`src/line_pair_intersection_defines.svh`:
```
// Assertion macros for the line pair intersection block.
// Used by the top level; expects clk and rst in scope.
`ifndef LINE_PAIR_INTERSECTION_DEFINES_SVH
`define LINE_PAIR_INTERSECTION_DEFINES_SVH

`ifndef NO_ASSERTIONS
`define LPI_ASSERT_IMPL(lbl, ante, cons, msg) \
  lbl: assert property (@(posedge clk) disable iff (rst) (ante) |-> (cons)) else $error(msg);
`define LPI_ASSERT_NEXT(lbl, ante, cons, msg) \
  lbl: assert property (@(posedge clk) disable iff (rst) (ante) |=> (cons)) else $error(msg);
`define LPI_ASSERT_RST(lbl, cons, msg) \
  lbl: assert property (@(posedge clk) rst |=> (cons)) else $error(msg);
`else
`define LPI_ASSERT_IMPL(lbl, ante, cons, msg)
`define LPI_ASSERT_NEXT(lbl, ante, cons, msg)
`define LPI_ASSERT_RST(lbl, cons, msg)
`endif

`endif

```
`src/lpi_pkg.sv`:
```
// Shared types and constants for the line pair intersection block.
// No dependencies.
`timescale 1ns / 1ps
package lpi_pkg;
  localparam int OUT_BITS = 48;

  localparam logic [1:0] REL_POINT      = 2'd0;
  localparam logic [1:0] REL_COINCIDENT = 2'd1;
  localparam logic [1:0] REL_PARALLEL   = 2'd2;

  typedef struct packed {
    logic       valid;
    logic [1:0] rel;
    logic       neg_x;
    logic       neg_y;
  } lpi_ctl_t;
endpackage

```
`src/lpi_div_cell.sv`:
```
// One restoring-division cell: one quotient bit per lane, x and y lanes.
// Depends on lpi_pkg.
`timescale 1ns / 1ps
module lpi_div_cell import lpi_pkg::*; #(
  parameter int NB  = 66,
  parameter int DM  = 33,
  parameter int IDX = 0
) (
  input  logic          clk,
  input  logic          rst,
  input  logic          adv,
  input  lpi_ctl_t      ctl_i,
  input  logic [DM-1:0] d_i,
  input  logic [DM-1:0] r_i   [2],
  input  logic [NB-1:0] dvd_i [2],
  input  logic [OUT_BITS-1:0] q_i [2],
  input  logic          stk_i [2],
  output lpi_ctl_t      ctl_o,
  output logic [DM-1:0] d_o,
  output logic [DM-1:0] r_o   [2],
  output logic [NB-1:0] dvd_o [2],
  output logic [OUT_BITS-1:0] q_o [2],
  output logic          stk_o [2]
);
  localparam int  BITPOS = NB - 1 - IDX;
  localparam bit  HIGH   = (BITPOS >= OUT_BITS);

  logic [DM:0]          rs      [2];
  logic                 ge      [2];
  logic [DM-1:0]        r_next  [2];
  logic [OUT_BITS-1:0]  q_next  [2];
  logic                 stk_next[2];

  always_comb begin
    for (int k = 0; k < 2; k++) begin
      rs[k]     = {r_i[k], dvd_i[k][NB-1]};
      ge[k]     = rs[k] >= {1'b0, d_i};
      r_next[k] = ge[k] ? DM'(rs[k] - {1'b0, d_i}) : DM'(rs[k]);
      if (HIGH) begin
        q_next[k]   = q_i[k];
        stk_next[k] = stk_i[k] | ge[k];
      end else begin
        q_next[k]   = {q_i[k][OUT_BITS-2:0], ge[k]};
        stk_next[k] = stk_i[k];
      end
    end
  end

  always_ff @(posedge clk) begin
    if (rst) begin
      ctl_o <= '0;
    end else if (adv) begin
      ctl_o <= ctl_i;
    end
  end

  always_ff @(posedge clk) begin
    if (adv) begin
      d_o <= d_i;
      for (int k = 0; k < 2; k++) begin
        r_o[k]   <= r_next[k];
        dvd_o[k] <= dvd_i[k] << 1;
        q_o[k]   <= q_next[k];
        stk_o[k] <= stk_next[k];
      end
    end
  end
endmodule

```
`config.mk`:
```
export PLATFORM = sky130hd
export DESIGN_NAME = lpi_div_cell
export DESIGN_NICKNAME = d
export VERILOG_FILES = /design/src/line_pair_intersection_defines.svh /design/src/lpi_pkg.sv /design/src/lpi_div_cell.sv
export SDC_FILE = /design/constraint.sdc
export NUM_CORES = 1
export LEC_CHECK = 0
export BUFFER_PORTS_ARGS = -buffer_cell sky130_fd_sc_hd__buf_2
export CAP_MARGIN = 10
export CELL_PAD_IN_SITES_DETAIL_PLACEMENT = 0
export CELL_PAD_IN_SITES_GLOBAL_PLACEMENT = 1
export CORE_AREA = 2 2 263 265
export DETAILED_ROUTE_END_ITERATION = 8
export DIE_AREA = 0 0 265 267
export HOLD_SLACK_MARGIN = 0.08
export PLACE_DENSITY_LB_ADDON = 0.15
export SETUP_SLACK_MARGIN = 0.15
export SLEW_MARGIN = 20
export SYNTH_ARGS = -nofsm -noshare
export SYNTH_HDL_FRONTEND = slang
export SYNTH_SLANG_ARGS = --single-unit
```
`constraint.sdc`:
```
create_clock -name clk -period 3.48 [get_ports clk]
set_input_delay 0.348 -clock clk [delete_from_list [all_inputs] [get_ports clk]]
set_output_delay 0.348 -clock clk [all_outputs]
set_load 0.01 [all_outputs]
```
# Word-level counts from Yosys, hierarchy flattened
# Cells that the tools add are included.
# totals
ff_bits	332
output_inout_bits	334
wordCells	21
# op_classes
n_lt_le_gt_ge	2
add_sub_neg	2
n_mux	2
bitwise_logic	2
# op_table
op	count
greater-or-equal comparator 34 x 33 -> 1 bit	2
2-to-1 mux 33 bit	2
subtractor 33 bit	2
bitwise OR 1 bit	2

# Longest topological paths before layout
# depth
depth_word	2
ltp_mapped	13

# Least setup slack after synthesis
# Ideal clock, no wire load.
# synth_timing
path_kind	input to register
start	input port dvd_i[131] (netlist bit)
end	register r_o[34] (netlist bit) (data pin)
path_stages	11
slack_ps	569
path_buffers	0
t_arrival_ps	2651
path_cell_list	inv_1 ha_1 inv_1 fa_1 a21o_1 a311o_1 a31o_2 a22oi_4 a21bo_4 o31a_1 mux2_2
# synth_rtl
item	line_no	text
from (decl)	lpi_div_cell.sv:15	input logic [NB-1:0] dvd_i [2],
to (signal, indexed assignment)	lpi_div_cell.sv:61	r_o[k] <= r_next[k];
to (decl)	lpi_div_cell.sv:20	output logic [DM-1:0] r_o [2],

==> results.tsv <==
metric	value	unit
FF-to-FF Start	ctl_o[3]$_SDFFE_PP0P_	
Max Clk Rate	0.309	GHz
worst vdd ir	0.306	mV
Setup TNS	0	ps
Core Area	68000	sq um
Worst-Margin Slew	841	ps
top-count cell post-synth	edfxtp_1	
status	complete, no violations	
Yosys reg bits	332	
number of synthesized flops with an enable pin	327	
relative slew slack	43.9	%
Post-Route WL	64400	microns
Post-Place Cells	2612	
total power	0.0120	W
Setup crit start	d_i[1]	
CP endpoint kind	flop	
nets	2476	
asr flop ratio synth	0	%
P&R area growth vs syn	63.1	%
Clk Latency, worst-skew pair	550	ps
wire per inst	21.5	microns
post-synthesis cell area	14700	sq um
fin area	24000	sq um
reg2reg path depth	3	
IO buf count	668	
die area	70800	sq um
Max FO, Critical Path	17	
Worst setup SP type	input pin	
Routed Antenna Nets	0	
Worst Setup EP	r_o[14]$_DFFE_PP_	
DR pass1 iterations	5	
synthesized netlist cell count	1043	
vias in the first global route	13100	
Placed Area	19500	sq um
hold depth	3	
syn avg cell area	14.1	sq um
initial DRC count	687	
Routability Congestion	0.865	
I/O Pins	671	
top cell type's share of synthesized area	66.9	%
TritonCTS Buffers	41	
die span in y	267	microns
final hold viol count	0	
leak pwr	10.4	nW
Top FF cell, synth	edfxtp_1	
# setup viols final	0	
Root Buffer	clkbuf_16	
via count	12700	
CTS tree	done	
Tmin final	3240	ps
GRT overflow	0	
WP data arrival	3540	ps
required time of the critical path	3780	ps
H-tree depth	2	
Tcrit/Tclk final	93.0	%
Clock Sinks	332	
final std cells w/o fill	2989	
sequential element share of the synthesized area	67.6	%
tightest hold margin	124	ps
maxcap violations	0	
synth unique cells	73	
clk buf depth	3	
post-synth top area cell	edfxtp_1	
top post-synthesis cells by area	edfxtp_1 67%, ha_1 5.6%, a21oi_1 3.0%	
RSZ-0062 raised after global routing	false	
clk slew on worst S/H paths	70	ps
Via-to-Cell Ratio	4.25	
fillers	6827	
Die X	265	microns
Hold Startpoint	r_i[28]	
first-pass GRT wire length	89600	microns
worst hold path type	in2reg	
r2r setup slk	2340	ps
count of pins over their slew limit	0	
multi-input logic area	4460	sq um
DR DRC count	0	
power density over the cells	500	nW/um^2
largest net degree at the start of global routing	79	
Initial Utilization	21.6	%
synth cell count leaders	327 x edfxtp_1, 89 x a21oi_1, 66 x ha_1, 66 x nand2_1, 62 x o21ai_0	
num rows	96	
total track usage	17.3	%
DP HPWL	51200	microns
RR Endpoint	ctl_o[3]$_SDFFE_PP0P_	
Final Skew	0	ps
share of cells above drive strength 1	39.5	%
Yosys Warn Count	0	
Seq. cell area	9920	sq um
initial antenna violation count	11	
CP Class	in2reg	
==> metal layers <==
layer / share of wire [%] / GRT usage (%) / vias to the layer above
met5: 0.11 / 0 / -
met4: 3.2 / 5.80 / 10
met3: 6.3 / 4.37 / 93
met2: 52 / 31.9 / 449
met1: 39 / 19.3 / 6122
li1: - / - / 6037
==> cell families after synthesis <==
| group | share of synthesized area [%] |
|---|---|
| buffers and inverters | 2.45 |
| XOR/XNOR | 3.46 |
| flip-flops | 67.6 |
| multiplexers | 1.42 |
| AO/OA/AOI/OAI | 12.1 |
| AND/OR/NAND/NOR | 7.05 |
| other | 0.0255 |
| adder cells (fa/ha/maj) | 5.90 |
==> repair_timing <==
| item | in CTS | in global routing |
|---|---|---|
| buffers inserted | 0 | 11 |
| endpoints found under the setup margin | 0 | 22 |
| hold buffers | 286 | 0 |
| endpoints found under the hold margin | 285 | 0 |
| resized for setup | 0 | 7 |
==> how the worst min path moves through the flow <==
stage,end
after floorplan,ctl_o[0]$_SDFFE_PP0P_
after global placement,ctl_o[1]$_SDFFE_PP0P_
after global routing,r_o[2]$_DFFE_PP_
after CTS,d_o[0]$_DFFE_PP_
after detailed placement,ctl_o[1]$_SDFFE_PP0P_
final,r_o[29]$_DFFE_PP_
==> registers in the layout (all words and copies together), names as in the netlist <==
register,cells
d_o,33
ctl_o,5
stk_o,2
r_o,66
dvd_o,130
q_o,96
==> stage by stage <==
step	worst slack, ps	util, %
floorplan	569	-
global placement	-0.510	28.6
detailed placement	-11.2	28.6
CTS	196	35.0
global route	155	35.2
finish	244	35.2
==> layout make-up <==
type / count / share of cell area [%]
tap: 882 / 4.61
inverter: 43 / 0.674
sequential: 332 / 41.4
multi-input combinational: 633 / 18.6
clock buffer: 53 / 4.77
timing repair buffer: 1020 / 28.6
clock inverter: 22 / 1.31
antenna: 4 / 0.0418
==> critical path, stage by stage <==
cell	delay, ps
dlygate4sd3_1	520
buf_2	110
inv_1	70
fa_1	500
a211oi_2	290
buf_4	140
o21ai_1	90
a211oi_1	310
a21o_1	270
o211ai_2	190
o22ai_4	180
buf_12	180
mux2_2	340
==> cells in the final DEF (no fill, tap or decap), types with 7 or more instances in the layout <==
| cell | n |
|---|---|
| a21oi_1 | 89 |
| and3_1 | 7 |
| nand2b_1 | 11 |
| clkinv_2 | 7 |
| dlygate4sd3_1 | 286 |
| buf_2 | 667 |
| nor3_1 | 8 |
| a21o_1 | 46 |
| a31oi_1 | 7 |
| nand2_1 | 66 |
| o21ai_0 | 62 |
| xor2_1 | 30 |
| xnor2_1 | 28 |
| nor2_1 | 59 |
| and2_1 | 8 |
| nand3_1 | 9 |
| clkbuf_16 | 43 |
| inv_1 | 43 |
| edfxtp_1 | 327 |
| nand4_1 | 19 |
| bufinv_16 | 7 |
| buf_12 | 9 |
| ha_1 | 65 |
| mux2i_1 | 7 |
| buf_4 | 55 |
==> power by group <==
| part | internal [W] | switching (W) | leakage (nW) | total, W |
|---|---|---|---|---|
| Combinational | 0.00107 | 0.00133 | 6.43 | 0.00240 |
| Clock | 0.00285 | 0.00177 | 0.714 | 0.00462 |
| Sequential | 0.00485 | 0.0000998 | 3.24 | 0.00495 |
| Total | 0.00877 | 0.00320 | 10.4 | 0.0120 |
Note: power is estimated with default switching activity, not from simulation.
