==> src/line_pair_intersection_defines.svh <==
// Assertion macros for the line pair intersection block.
// Used by the top level; expects clk and rst in scope.
`ifndef LINE_PAIR_INTERSECTION_DEFINES_SVH
`define LINE_PAIR_INTERSECTION_DEFINES_SVH

`ifndef NO_ASSERTIONS
`define LPI_ASSERT_IMPL(lbl, ante, cons, msg) \
  lbl: assert property (@(posedge clk) disable iff (rst) (ante) |-> (cons)) else $error(msg);
`define LPI_ASSERT_NEXT(lbl, ante, cons, msg) \
  lbl: assert property (@(posedge clk) disable iff (rst) (ante) |=> (cons)) else $error(msg);
`define LPI_ASSERT_RST(lbl, cons, msg) \
  lbl: assert property (@(posedge clk) rst |=> (cons)) else $error(msg);
`else
`define LPI_ASSERT_IMPL(lbl, ante, cons, msg)
`define LPI_ASSERT_NEXT(lbl, ante, cons, msg)
`define LPI_ASSERT_RST(lbl, cons, msg)
`endif

`endif

==> src/lpi_pkg.sv <==
// Shared types and constants for the line pair intersection block.
// No dependencies.
`timescale 1ns / 1ps
package lpi_pkg;
  localparam int OUT_BITS = 48;

  localparam logic [1:0] REL_POINT      = 2'd0;
  localparam logic [1:0] REL_COINCIDENT = 2'd1;
  localparam logic [1:0] REL_PARALLEL   = 2'd2;

  typedef struct packed {
    logic       valid;
    logic [1:0] rel;
    logic       neg_x;
    logic       neg_y;
  } lpi_ctl_t;
endpackage

==> src/lpi_round.sv <==
// Rounding, saturation, sign and output register.
// Depends on lpi_pkg.
`timescale 1ns / 1ps
module lpi_round import lpi_pkg::*; #(
  parameter int DM = 33
) (
  input  logic                       clk,
  input  logic                       rst,
  input  lpi_ctl_t                   ctl_i,
  input  logic [DM-1:0]              d_i,
  input  logic [DM-1:0]              r_i   [2],
  input  logic [OUT_BITS-1:0]        q_i   [2],
  input  logic                       stk_i [2],
  input  logic                       out_ready,
  output logic                       adv,
  output logic                       out_valid,
  output logic [1:0]                 relation,
  output logic signed [OUT_BITS-1:0] cross_x,
  output logic signed [OUT_BITS-1:0] cross_y,
  output logic                       saturated
);
  logic                neg  [2];
  logic                rb   [2];
  logic [OUT_BITS:0]   qr   [2];
  logic [OUT_BITS:0]   lim  [2];
  logic                sat  [2];
  logic [OUT_BITS-1:0] mag  [2];
  logic [OUT_BITS-1:0] val  [2];
  logic                point;

  assign adv   = !out_valid || out_ready;
  assign neg[0] = ctl_i.neg_x;
  assign neg[1] = ctl_i.neg_y;
  assign point = (ctl_i.rel == REL_POINT);

  always_comb begin
    for (int k = 0; k < 2; k++) begin
      rb[k]  = {r_i[k], 1'b0} >= {1'b0, d_i};
      qr[k]  = {1'b0, q_i[k]} + (OUT_BITS + 1)'(rb[k]);
      lim[k] = {1'b0, neg[k], {(OUT_BITS - 1){~neg[k]}}};
      sat[k] = stk_i[k] | (qr[k] > lim[k]);
      mag[k] = sat[k] ? lim[k][OUT_BITS-1:0] : qr[k][OUT_BITS-1:0];
      val[k] = neg[k] ? -mag[k] : mag[k];
    end
  end

  always_ff @(posedge clk) begin
    if (rst) begin
      out_valid <= 1'b0;
    end else if (adv) begin
      out_valid <= ctl_i.valid;
    end
  end

  always_ff @(posedge clk) begin
    if (adv) begin
      relation  <= ctl_i.rel;
      cross_x   <= point ? val[0] : '0;
      cross_y   <= point ? val[1] : '0;
      saturated <= point & (sat[0] | sat[1]);
    end
  end
endmodule

==> config.mk <==
export PLATFORM = sky130hd
export DESIGN_NAME = lpi_round
export DESIGN_NICKNAME = d
export VERILOG_FILES = /design/src/line_pair_intersection_defines.svh /design/src/lpi_pkg.sv /design/src/lpi_round.sv
export SDC_FILE = /design/constraint.sdc
export NUM_CORES = 1
export LEC_CHECK = 0
export CORE_UTILIZATION = 25
export DETAILED_ROUTE_END_ITERATION = 6
export DONT_BUFFER_PORTS = 1
export GPL_ROUTABILITY_DRIVEN = 0
export HOLD_SLACK_MARGIN = 0.08
export PLACE_DENSITY_LB_ADDON = 0.25
export SLEW_MARGIN = 0
export SYNTH_ARGS = -nofsm -noshare
export SYNTH_HDL_FRONTEND = slang
export SYNTH_SLANG_ARGS = --single-unit
export TNS_END_PERCENT = 10
==> constraint.sdc <==
create_clock -name clk -period 11.6 [get_ports clk]
set_input_delay 3.48 -clock clk [delete_from_list [all_inputs] [get_ports clk]]
set_output_delay 3.48 -clock clk [all_outputs]
set_load 0.02 [all_outputs]
======== Word-level counts from Yosys, hierarchy flattened ========
Cells that the tools add are included.
storage, ports and cells
  register bits ........................... 100
  output and inout bits ................... 101
  logic and storage cells ................. 26
operators by class
  $add $sub $neg .......................... 4
  $lt $le $gt $ge ......................... 4
  mux-type cells .......................... 4
  bitwise logic cells ..................... 6
  reduce and logical (&&, ||, !) cells .... 3
operators by type and width
  kind                number
  $mux W48            4
  $add A48 B1 Y49     2
  $gt A49 B48 Y1      2
  $neg A48 Y48        2
  $ge A34 B33 Y1      2
  $or A1 B1 Y1        3
  $logic_not A2 Y1    1
  $not A1 Y1          2
  $and A1 B1 Y1       1
  $logic_not A1 Y1    1
  $logic_or A1 B1 Y1  1

======== Logic depth before layout (Yosys ltp) ========
Gate-level depths: netlist of run 1.
  depth after elaboration ................. 7
  depth in mapped cells ................... 43

======== Least setup slack after synthesis of run 1 ========
No wires, ideal clock.
  path kind ............................... input-to-reg
  start point ............................. input port d_i[1]
  end point ............................... register cross_x[46] (data pin)
  setup time .............................. 0.167 ns
  data arrival time ....................... 11.793 ns
  data required time ...................... 11.433 ns
  path slack .............................. -0.360 ns
  cell stages on the path ................. 42
  buffers on the path ..................... 5
  path through ............................ inv_1 ha_1 nor2b_1 o21a_1 o21a_1 o21a_1 o21a_1 o21ai_0 a21oi_1 nor3_1 o21ai_0 a21o_1 ha_1 ha_1 and4_1 clkbuf_1 and4_1 clkbuf_1 [... 6 more ...] a221oi_1 o21ai_0 a2111oi_0 o21a_1 clkbuf_1 clkbuf_1 nor2_1 a21oi_1 ha_1 clkbuf_1 inv_1 a211oi_1 o2111ai_1 or4_1 a21oi_1 o221ai_1 a31o_2 a211oi_1
between the ends
  word-level cells in the longest chain between the ends .. 7
RTL lines
  element               RTL line         source
  start, declared       lpi_round.sv:10  input logic [DM-1:0] d_i,
  $ge A34 B33 Y1 *      lpi_round.sv:38  rb[k] = {r_i[k], 1'b0} >= {1'b0, d_i};
  $add A48 B1 Y49 *     lpi_round.sv:39  qr[k] = {1'b0, q_i[k]} + (OUT_BITS + 1)'(rb[k]);
  $gt A49 B48 Y1        lpi_round.sv:41  sat[k] = stk_i[k] | (qr[k] > lim[k]);
  $or A1 B1 Y1          lpi_round.sv:41
  $mux W48 *            lpi_round.sv:42  mag[k] = sat[k] ? lim[k][OUT_BITS-1:0] : qr[k][OUT_BITS-1:0];
  $neg A48 Y48          lpi_round.sv:43  val[k] = neg[k] ? -mag[k] : mag[k];
  $mux W48 *            lpi_round.sv:43
  end signal, assigned  lpi_round.sv:58  cross_x <= point ? val[0] : '0;
  end, declared         lpi_round.sv:18  output logic signed [OUT_BITS-1:0] cross_x,
Every way passes the cells marked *; elsewhere a longest branch is shown, timed or not.
A chain may end at the register's enable or synchronous reset.

======== Final worst setup path of run 1 ========
  start point ............................. input port d_i[11]
  end point ............................... register cross_x[46] (data pin)
Same word-level chain as after synthesis.

==> results.sh, run 1 <==
export IMPL_r2r_slack_ps=9320
export IMPL_via_count=13815
export IMPL_skew_ps=10.8
export IMPL_crit_start="d_i[11]"
export IMPL_fp_dieW_um=236
export IMPL_wl_met1_um=22800
export IMPL_ioPinCount=306
export IMPL_cp_common_cell="ha_1"
export IMPL_dr_pass1_iters=5
export IMPL_antenna_found_initial=1
export IMPL_synth_edf_count=99
export IMPL_route_met3_wl_um=3400
export IMPL_cts_tree="built"
export IMPL_cts_made_buffers=9
export IMPL_top_layer_used="met4"
export IMPL_ys_ff_latch=100
export IMPL_grt_pass1_wl_um=81300
export IMPL_synth_nets=2113
export IMPL_netlist_area_um2=13700
export IMPL_syn_area_per_cell_um2=7.88
export IMPL_min_from="out_valid"
export IMPL_r2r_start="out_valid"
export IMPL_post_drt_via_cell_ratio=5.59
export IMPL_fin_util_pct=28.6
export IMPL_clock_sinks=100
export IMPL_crit_slowest_cell="or4_1"
export IMPL_final_nets=2140
export IMPL_worstMarginPinSlew_ps=1050
export IMPL_ir_drop_mv=0.0751
export IMPL_drt_iter0_markers=1104
export IMPL_port_buffers=0
export IMPL_synthFlopType="edfxtp_1"
export IMPL_cp_max_fo=10
export IMPL_rr_endpoint="cross_x[29]"
export IMPL_die_h_um=236
export IMPL_setup_viol_count_final=0
export IMPL_power_w=0.00120
export IMPL_arrival_ps=11380
export IMPL_synth_top_cell_area_share_pct=21.7
export IMPL_status="complete, no violations"
export IMPL_std_cell_rows=85
export IMPL_drc=0
export IMPL_wl_met2_um=26700
export IMPL_drv_slew=0
export IMPL_dpl_hpwl_um=43500
export IMPL_postLayoutCellArea_um2=15400
export IMPL_wl_um=54400
export IMPL_maxCapViolations=0
export IMPL_clockBufferDepth=2
export IMPL_grt_total_usage_pct=18.9
export IMPL_critPathCaptureType="flop"
export IMPL_floorplan_initialDensity_pct=25.4
export IMPL_cellLeakagePower_nw=6.04
export IMPL_overflow=0
export IMPL_hold_path_class="reg -> reg"
export IMPL_synthesis_instances=1742
export IMPL_layout_drive_gt1_share_pct=11.0
export IMPL_ys_warn_count=0
export IMPL_max_freq_mhz=89.5
export IMPL_synth_top_cell_by_area="edfxtp_1"
export IMPL_rsz0062_at_grt="true"
export IMPL_finalCritPeriodShare_pct=96.3
export IMPL_period_needed_ps=11170
export IMPL_area_growth_pct=12.5
export IMPL_reg2reg_depth=3
export IMPL_cp_slowest_stage_delay_ps=480
export IMPL_grt_max_degree=116
export IMPL_clk_pin_slew_ps=70
export IMPL_drtAntennaViolNets=0
export IMPL_drt_wirelength_per_cell_um=22.0
export IMPL_dieArea_um2=55800
export IMPL_critPathLaunchType="input port"
export IMPL_clk_latency_ps=380
export IMPL_htreeDepth=3
export IMPL_slew_headroom_pct=29.8
export IMPL_critical_path_class="in -> reg"
export IMPL_synth_cell_types=90
export IMPL_power_density_nw_per_um2=77.7
export IMPL_grt_pass1_vias=13120
export IMPL_dpl_cell_area_um2=15000
export IMPL_hold_viol_final=0
export IMPL_synth_area_leaders="edfxtp_1, ha_1, a21oi_1"
export IMPL_cts_root_buf="clkbuf_16"
export IMPL_cp_required_ps=11800
export IMPL_ys_seq_area_share_pct=21.8
export IMPL_min_path_cells=2
export IMPL_min_to="cross_y[33]"
export IMPL_core_area_um2=54000
export IMPL_async_reset_ff_share_pct=0
[report_power, final]
group / total [W] / switching, W / leakage [nW] / internal [W]
registers: 0.000497 / 0.0000605 / 1.13 / 0.000436
clock network: 0.000322 / 0.000154 / 0.136 / 0.000168
logic: 0.000381 / 0.000234 / 4.78 / 0.000147
total: 0.00120 / 0.000449 / 6.04 / 0.000751
[synthesized netlist by cell type (15+ instances only)]
| library cell | count |
|---|---|
| nand4_1 | 71 |
| a21oi_1 | 145 |
| a211oi_1 | 19 |
| nor3_1 | 76 |
| xor2_1 | 39 |
| nand3_1 | 102 |
| xnor2_1 | 70 |
| nand2_1 | 133 |
| nor4_1 | 38 |
| clkbuf_1 | 57 |
| or4_1 | 15 |
| o21a_1 | 18 |
| and4_1 | 17 |
| ha_1 | 166 |
| a21o_1 | 32 |
| o21ai_0 | 94 |
| inv_1 | 110 |
| mux2i_1 | 23 |
| nor2_1 | 114 |
| edfxtp_1 | 99 |
| and3_1 | 25 |
[how the worst max path moves through the flow]
stage | end | depth (start not counted)
finish | cross_x[46] | 36
global route | cross_y[32] | 41
floorplan | cross_x[46] | 42
CTS | cross_y[32] | 41
global placement | cross_x[46] | 36
detailed placement | cross_y[32] | 41
[kinds of logic after synthesis]
kind of cell / Yosys count / share of synthesized area, %
adder cells (fa/ha/maj): 166 / 15.1
buffers and inverters: 198 / 6.25
multiplexers: 26 / 1.92
AO/OA/AOI/OAI: 439 / 20.2
XOR/XNOR: 110 / 7.08
flip-flops: 100 / 21.8
AND/OR/NAND/NOR: 703 / 27.6
[critical path, delay by kind of cell]
kind / cells / cell delay, ps
AOI/OAI and AO/OA: 19 / 4420
xor gates and xnor gates: 1 / 300
adders and majority gates: 4 / 1030
buffers and inverters: 6 / 810
and+or+nand+nor: 6 / 1300
[cell type report]
| cell class | count | area [um2] |
|---|---|---|
| antenna | 1 | 2.50 |
| clock buffer | 10 | 229 |
| clock inverter | 6 | 63.8 |
| fill | 5805 | 38600 |
| inverter | 111 | 417 |
| multi-input combinational | 1444 | 10100 |
| sequential | 100 | 2990 |
| tap | 696 | 871 |
| timing repair buffer | 103 | 773 |
[through the flow]
step                      hold slack (ps)  TNS [ps]  setup slack, ps  std cells
final                                1240         0              426       2471
after global routing                 1320     -41.1            -40.2       2471
after CTS                            1300         0             59.8       2467
after detailed placement             1280     -2910             -331       2451
after global placement               1280      -459             -175       2451
after floorplan                      2850         0             6.73       1742
[metal layers]
metal | vias to the layer above | track usage [%]
li1 | 6655 | -
met1 | 6599 | 23.2
met2 | 480 | 33.0
met3 | 81 | 3.83
met4 | 0 | 5.57
met5 | - | 0
[sequential cells by signal, indices dropped and copies added, names as in the netlist]
register,count
cross_x,48
cross_y,48
relation,2
out_valid,1
saturated,1
[layout by cell type (no fill, tap or decap), types with 12 or more instances in the layout]
master,count
nand3_1,102
o211ai_1,14
ha_1,164
xor2_1,38
o21ai_0,92
inv_1,109
nand2b_1,12
nor3_1,73
and3_1,24
xnor2_1,64
a21oi_1,145
edfxtp_1,99
nand4_1,71
a21o_1,32
a211oi_1,18
a31oi_1,14
mux2i_1,23
o21a_1,16
buf_4,103
or4_1,14
o31ai_1,13
and4_1,16
nand2_1,132
nor2b_1,12
nor4_1,30
nor2_1,111
[repair_timing]
action	4_1_cts	5_1_grt
endpoints found under the setup margin	0	23
gates resized for setup	0	35
hold buffers	0	0
setup buffers	0	3
Power figures use the tool's default switching activity.
==> run 2, diff against run 1 <==
--- a/config.mk
+++ b/config.mk
@@ -5,7 +5,7 @@
 export SDC_FILE = /design/constraint.sdc
 export NUM_CORES = 1
 export LEC_CHECK = 0
-export CORE_UTILIZATION = 25
+export CORE_UTILIZATION = 31
 export DETAILED_ROUTE_END_ITERATION = 6
 export DONT_BUFFER_PORTS = 1
 export GPL_ROUTABILITY_DRIVEN = 0
==> results.sh, run 2 (same netlist as run 1, synthesis figures left out) <==
export IMPL_status="complete, no violations"
export IMPL_area_growth_pct=10.0
export IMPL_wl_um=49600
export IMPL_post_drt_via_cell_ratio=5.84
export IMPL_ctsHoldBuffers=0
export IMPL_port_buffers=0
export IMPL_finalSetupTns_ps=0
export IMPL_slew_headroom_pct=29.0
export IMPL_critical_path_class="in -> reg"
export IMPL_clockBufferDepth=2
export IMPL_hold_path_class="reg -> reg"
export IMPL_layout_commonest_cell="ha_1"
export IMPL_ioPinCount=306
export IMPL_dr_pass1_iters=5
export IMPL_cellLeakagePower_nw=5.96
export IMPL_period_needed_ps=10910
export IMPL_cp_max_fo=8
export IMPL_mostFrequentLayoutCells="ha_1, a21oi_1, nand2_1, nor2_1, inv_1"
export IMPL_layout_drive_gt1_share_pct=9.08
export IMPL_maxCapViolations=0
export IMPL_crit_buf_inv=5
export IMPL_cts_root_buf="clkbuf_16"
export IMPL_diodes=0
export IMPL_clock_sinks=100
export IMPL_drv_slew=0
export IMPL_drc=0
export IMPL_via_count=13698
export IMPL_rsz0062_at_grt="false"
export IMPL_dpl_hpwl_um=39300
export IMPL_cts_made_buffers=9
export IMPL_grt_pass1_wl_um=75100
export IMPL_antenna_found_initial=0
export IMPL_setup_viol_count_final=0
export IMPL_worstMarginPinSlew_ps=1060
export IMPL_skew_ps=18.8
export IMPL_power_w=0.00122
export IMPL_std_cell_rows=76
export IMPL_final_nets=2128
export IMPL_power_density_nw_per_um2=80.5
export IMPL_clk_latency_ps=390
export IMPL_hold_viol_final=0
export IMPL_overflow=0
export IMPL_critPathTopFamily="compound AO/OA/AOI/OAI gates"
export IMPL_grt_max_degree=116
export IMPL_reg_largest_list="cross_x (48), cross_y (48), relation (2)"
export IMPL_drt_wirelength_per_cell_um=21.1
export IMPL_max_freq_mhz=91.7
export IMPL_critPathLaunchType="input port"
export IMPL_finalCritPeriodShare_pct=94.0
export IMPL_ir_drop_mv=0.0909
export IMPL_cts_setup_buffers=0
export IMPL_die_h_um=212
export IMPL_critPathCaptureType="flop"
export IMPL_dieArea_um2=45100
export IMPL_drtAntennaViolNets=0
export IMPL_core_area_um2=43400
export IMPL_cts_tree="built"
export IMPL_grt_pass1_vias=12921
export IMPL_floorplan_initialDensity_pct=31.6
export IMPL_arrival_ps=11080
export IMPL_cp_required_ps=11770
export IMPL_htreeDepth=3
export IMPL_fp_dieW_um=212
export IMPL_grt_total_usage_pct=21.5
export IMPL_cp_slowest_stage_delay_ps=320
export IMPL_clk_pin_slew_ps=70
export IMPL_crit_slowest_cell="ha_1"
export IMPL_drt_iter0_markers=1217
-- run 2: area by class of cell --
type | instances | area (um2)
timing repair buffer | 91 | 683
multi-input combinational | 1444 | 9960
tap | 585 | 732
clock inverter | 5 | 82.6
sequential | 100 | 2990
clock buffer | 11 | 233
fill | 4647 | 28300
inverter | 111 | 417
-- run 2: timing repair --
| action | in CTS | in global routing |
|---|---|---|
| setup endpoints to repair | 0 | 18 |
| resized for setup | 0 | 11 |
| hold endpoints to repair | 0 | 0 |
-- run 2: final timing paths --
| kind | end | slack [ps] | startpoint | cells past startpoint |
|---|---|---|---|---|
| setup / recovery | cross_y[42] | 690 | d_i[1] | 43 |
| hold / removal | out_valid | 1000 | out_valid | 2 |
| setup reg to reg | cross_y[3] | 9470 | out_valid | 2 |
| hold reg to reg | out_valid | 1000 | out_valid | 2 |
-- run 2: routing by layer --
| layer | share of wire [%] | track usage [%] | vias to the layer above |
|---|---|---|---|
| met3 | 8.1 | 5.48 | 70 |
| met1 | 43 | 27.3 | 6455 |
| li1 | - | - | 6637 |
| met4 | 2.1 | 5.61 | 0 |
| met5 | 0 | 0 | - |
| met2 | 47 | 35.9 | 536 |
-- run 2: worst register-to-register path, cell delays in order, from the launching register on --
cell and delay [ps]:
dfxtp_1 390, nand2b_4 430, buf_4 780
-- run 2: power by group --
group          total [W]  leakage (nW)  internal, W  switching (W)
combinational   0.000372          4.68     0.000143       0.000229
sequential      0.000493          1.13     0.000436      0.0000569
clock           0.000349         0.155     0.000191       0.000159
total            0.00122          5.96     0.000771       0.000444
-- run 2: through the flow --
step	std cells	utilization [%]	hold slack, ps	worst slack (ps)	cell area, um2
after CTS	2347	34.7	1020	353	15000
after global placement	2331	34.0	995	235	14700
after detailed placement	2331	34.0	1010	-19.0	14700
final	2347	34.8	998	691	15100
after global routing	2347	34.8	1080	34.6	15100
after floorplan	1742	-	2850	6.73	13700
==> run 3, diff against run 2 <==
--- a/config.mk
+++ b/config.mk
@@ -6,6 +6,7 @@
 export NUM_CORES = 1
 export LEC_CHECK = 0
 export CORE_UTILIZATION = 31
+export CTS_BUF_LIST = sky130_fd_sc_hd__clkbuf_8
 export DETAILED_ROUTE_END_ITERATION = 6
 export DONT_BUFFER_PORTS = 1
 export GPL_ROUTABILITY_DRIVEN = 0
==> results.sh, run 3 (same netlist as run 1, synthesis figures left out) <==
export IMPL_grt_pass1_wl_um=75000
export IMPL_hold_viol_final=0
export IMPL_drtAntennaViolNets=0
export IMPL_overflow=0
export IMPL_rsz0062_at_grt="false"
export IMPL_finalCritPeriodShare_pct=94.3
export IMPL_dp_slack_ps=-19.0
export IMPL_critPathCaptureType="flop"
export IMPL_reg2reg_depth=2
export IMPL_maxCapViolations=0
export IMPL_dr_pass1_iters=5
export IMPL_critPathLaunchType="input port"
export IMPL_fin_util_pct=34.5
export IMPL_clk_pin_slew_ps=120
export IMPL_die_h_um=212
export IMPL_cp_slowest_stage_delay_ps=500
export IMPL_fin_ws_ps=664
export IMPL_core_area_um2=43400
export IMPL_grt_pass1_vias=12915
export IMPL_setup_viol_count_final=0
export IMPL_drc=0
export IMPL_cp_required_ps=11870
export IMPL_final_nets=2128
export IMPL_grt_total_usage_pct=21.5
export IMPL_std_cell_rows=76
export IMPL_cts_root_buf="clkbuf_8"
export IMPL_period_needed_ps=10940
export IMPL_cts_made_buffers=9
export IMPL_power_density_nw_per_um2=75.8
export IMPL_port_buffers=0
export IMPL_antenna_found_initial=0
export IMPL_status="complete, no violations"
export IMPL_arrival_ps=11210
export IMPL_via_count=13671
export IMPL_cp_common_cell="ha_1"
export IMPL_wl_um=49500
export IMPL_area_growth_pct=9.16
export IMPL_dpl_hpwl_um=39300
export IMPL_worstMarginPinSlew_ps=1080
export IMPL_drt_wirelength_per_cell_um=21.1
export IMPL_drt_iter0_markers=1239
export IMPL_slew_headroom_pct=27.6
export IMPL_cp_max_fo=7
export IMPL_ir_drop_mv=0.0654
export IMPL_min_path_cells=2
export IMPL_fp_dieW_um=212
export IMPL_layout_commonest_cell="ha_1"
export IMPL_reg_largest_list="cross_x (48), cross_y (48), relation (2)"
export IMPL_drv_slew=0
export IMPL_floorplan_initialDensity_pct=31.6
export IMPL_ctsHoldBuffers=0
export IMPL_cellLeakagePower_nw=5.91
export IMPL_ioPinCount=306
export IMPL_post_drt_via_cell_ratio=5.82
export IMPL_cts_tree="built"
export IMPL_clk_latency_ps=450
export IMPL_crit_slowest_cell="or4_1"
export IMPL_clockBufferDepth=2
export IMPL_skew_ps=29.3
export IMPL_hold_path_class="reg -> reg"
export IMPL_mostFrequentLayoutCells="ha_1, a21oi_1, nand2_1, nor2_1, inv_1"
export IMPL_grt_max_degree=116
export IMPL_max_freq_mhz=91.4
export IMPL_clock_sinks=100
export IMPL_critical_path_class="in -> reg"
export IMPL_htreeDepth=3
export IMPL_layout_drive_gt1_share_pct=8.97
export IMPL_dieArea_um2=45100
## run 3: cell types whose count changed in the layout (fill, tap and decap cells not counted)
| cell | before | now |
|---|---|---|
| clkbuf_1 | 2 | 0 |
| inv_1 | 110 | 112 |
| clkbuf_16 | 9 | 0 |
| a2111oi_2 | 1 | 0 |
| nor4_2 | 2 | 1 |
| a2111oi_0 | 0 | 1 |
| nor3_2 | 1 | 2 |
| clkbuf_8 | 0 | 9 |
| diode_2 | 0 | 1 |
| nor3_4 | 2 | 1 |
| nor4_1 | 36 | 37 |
## run 3: final timing paths
path	from	end	slack [ps]
min reg2reg	out_valid	out_valid	1000
min	out_valid	out_valid	1000
max reg2reg	out_valid	cross_y[3]	9470
max	d_i[11]	cross_x[46]	660
## run 3: layout make-up
cell class	instances	area, um2
diodes	1	2.50
flip-flops and latches	100	2990
well taps	585	732
inverters	111	417
fillers	4661	28400
repair buffers	91	683
multi-input cells	1444	9940
clock buffers	9	124
clock inverters	7	90.1
## run 3: critical path, delay by kind of cell
kind / cells / cell delay [ps]
XOR/XNOR: 1 / 390
buffers and inverters: 5 / 520
adder cells (fa/ha/maj): 5 / 1270
AND/OR/NAND/NOR: 6 / 1240
AO/OA/AOI/OAI: 19 / 4300
## run 3: metrics by stage
| stage | total power [W] | instances | hold slack [ps] | instance area, um2 | TNS, ps |
|---|---|---|---|---|---|
| 2_1_floorplan | 0.000760 | 1742 | 2850 | 13700 | 0 |
| 3_3_place_gp | 0.000863 | 2331 | 995 | 14700 | 0 |
| 3_5_place_dp | 0.000868 | 2331 | 1010 | 14700 | -19.0 |
| 4_1_cts | 0.00115 | 2347 | 1030 | 14900 | 0 |
| 5_1_grt | 0.00121 | 2347 | 1090 | 15000 | 0 |
| 6_report | 0.00114 | 2348 | 998 | 15000 | 0 |
## run 3: where the power goes
group	switching [W]	internal, W
Sequential	0.0000569	0.000436
Combinational	0.000228	0.000143
Clock	0.000149	0.000121
Total	0.000435	0.000701
## run 3: metal layers
layer	part of all wire, %	GRT usage, %
met1	43	27.3
met2	47	35.9
met3	7.8	5.47
met4	2.1	5.66
met5	0	0
## run 3: timing repair
item,CTS,global route
setup endpoints to repair,0,16
gates resized for setup,0,7
buffers inserted,0,0
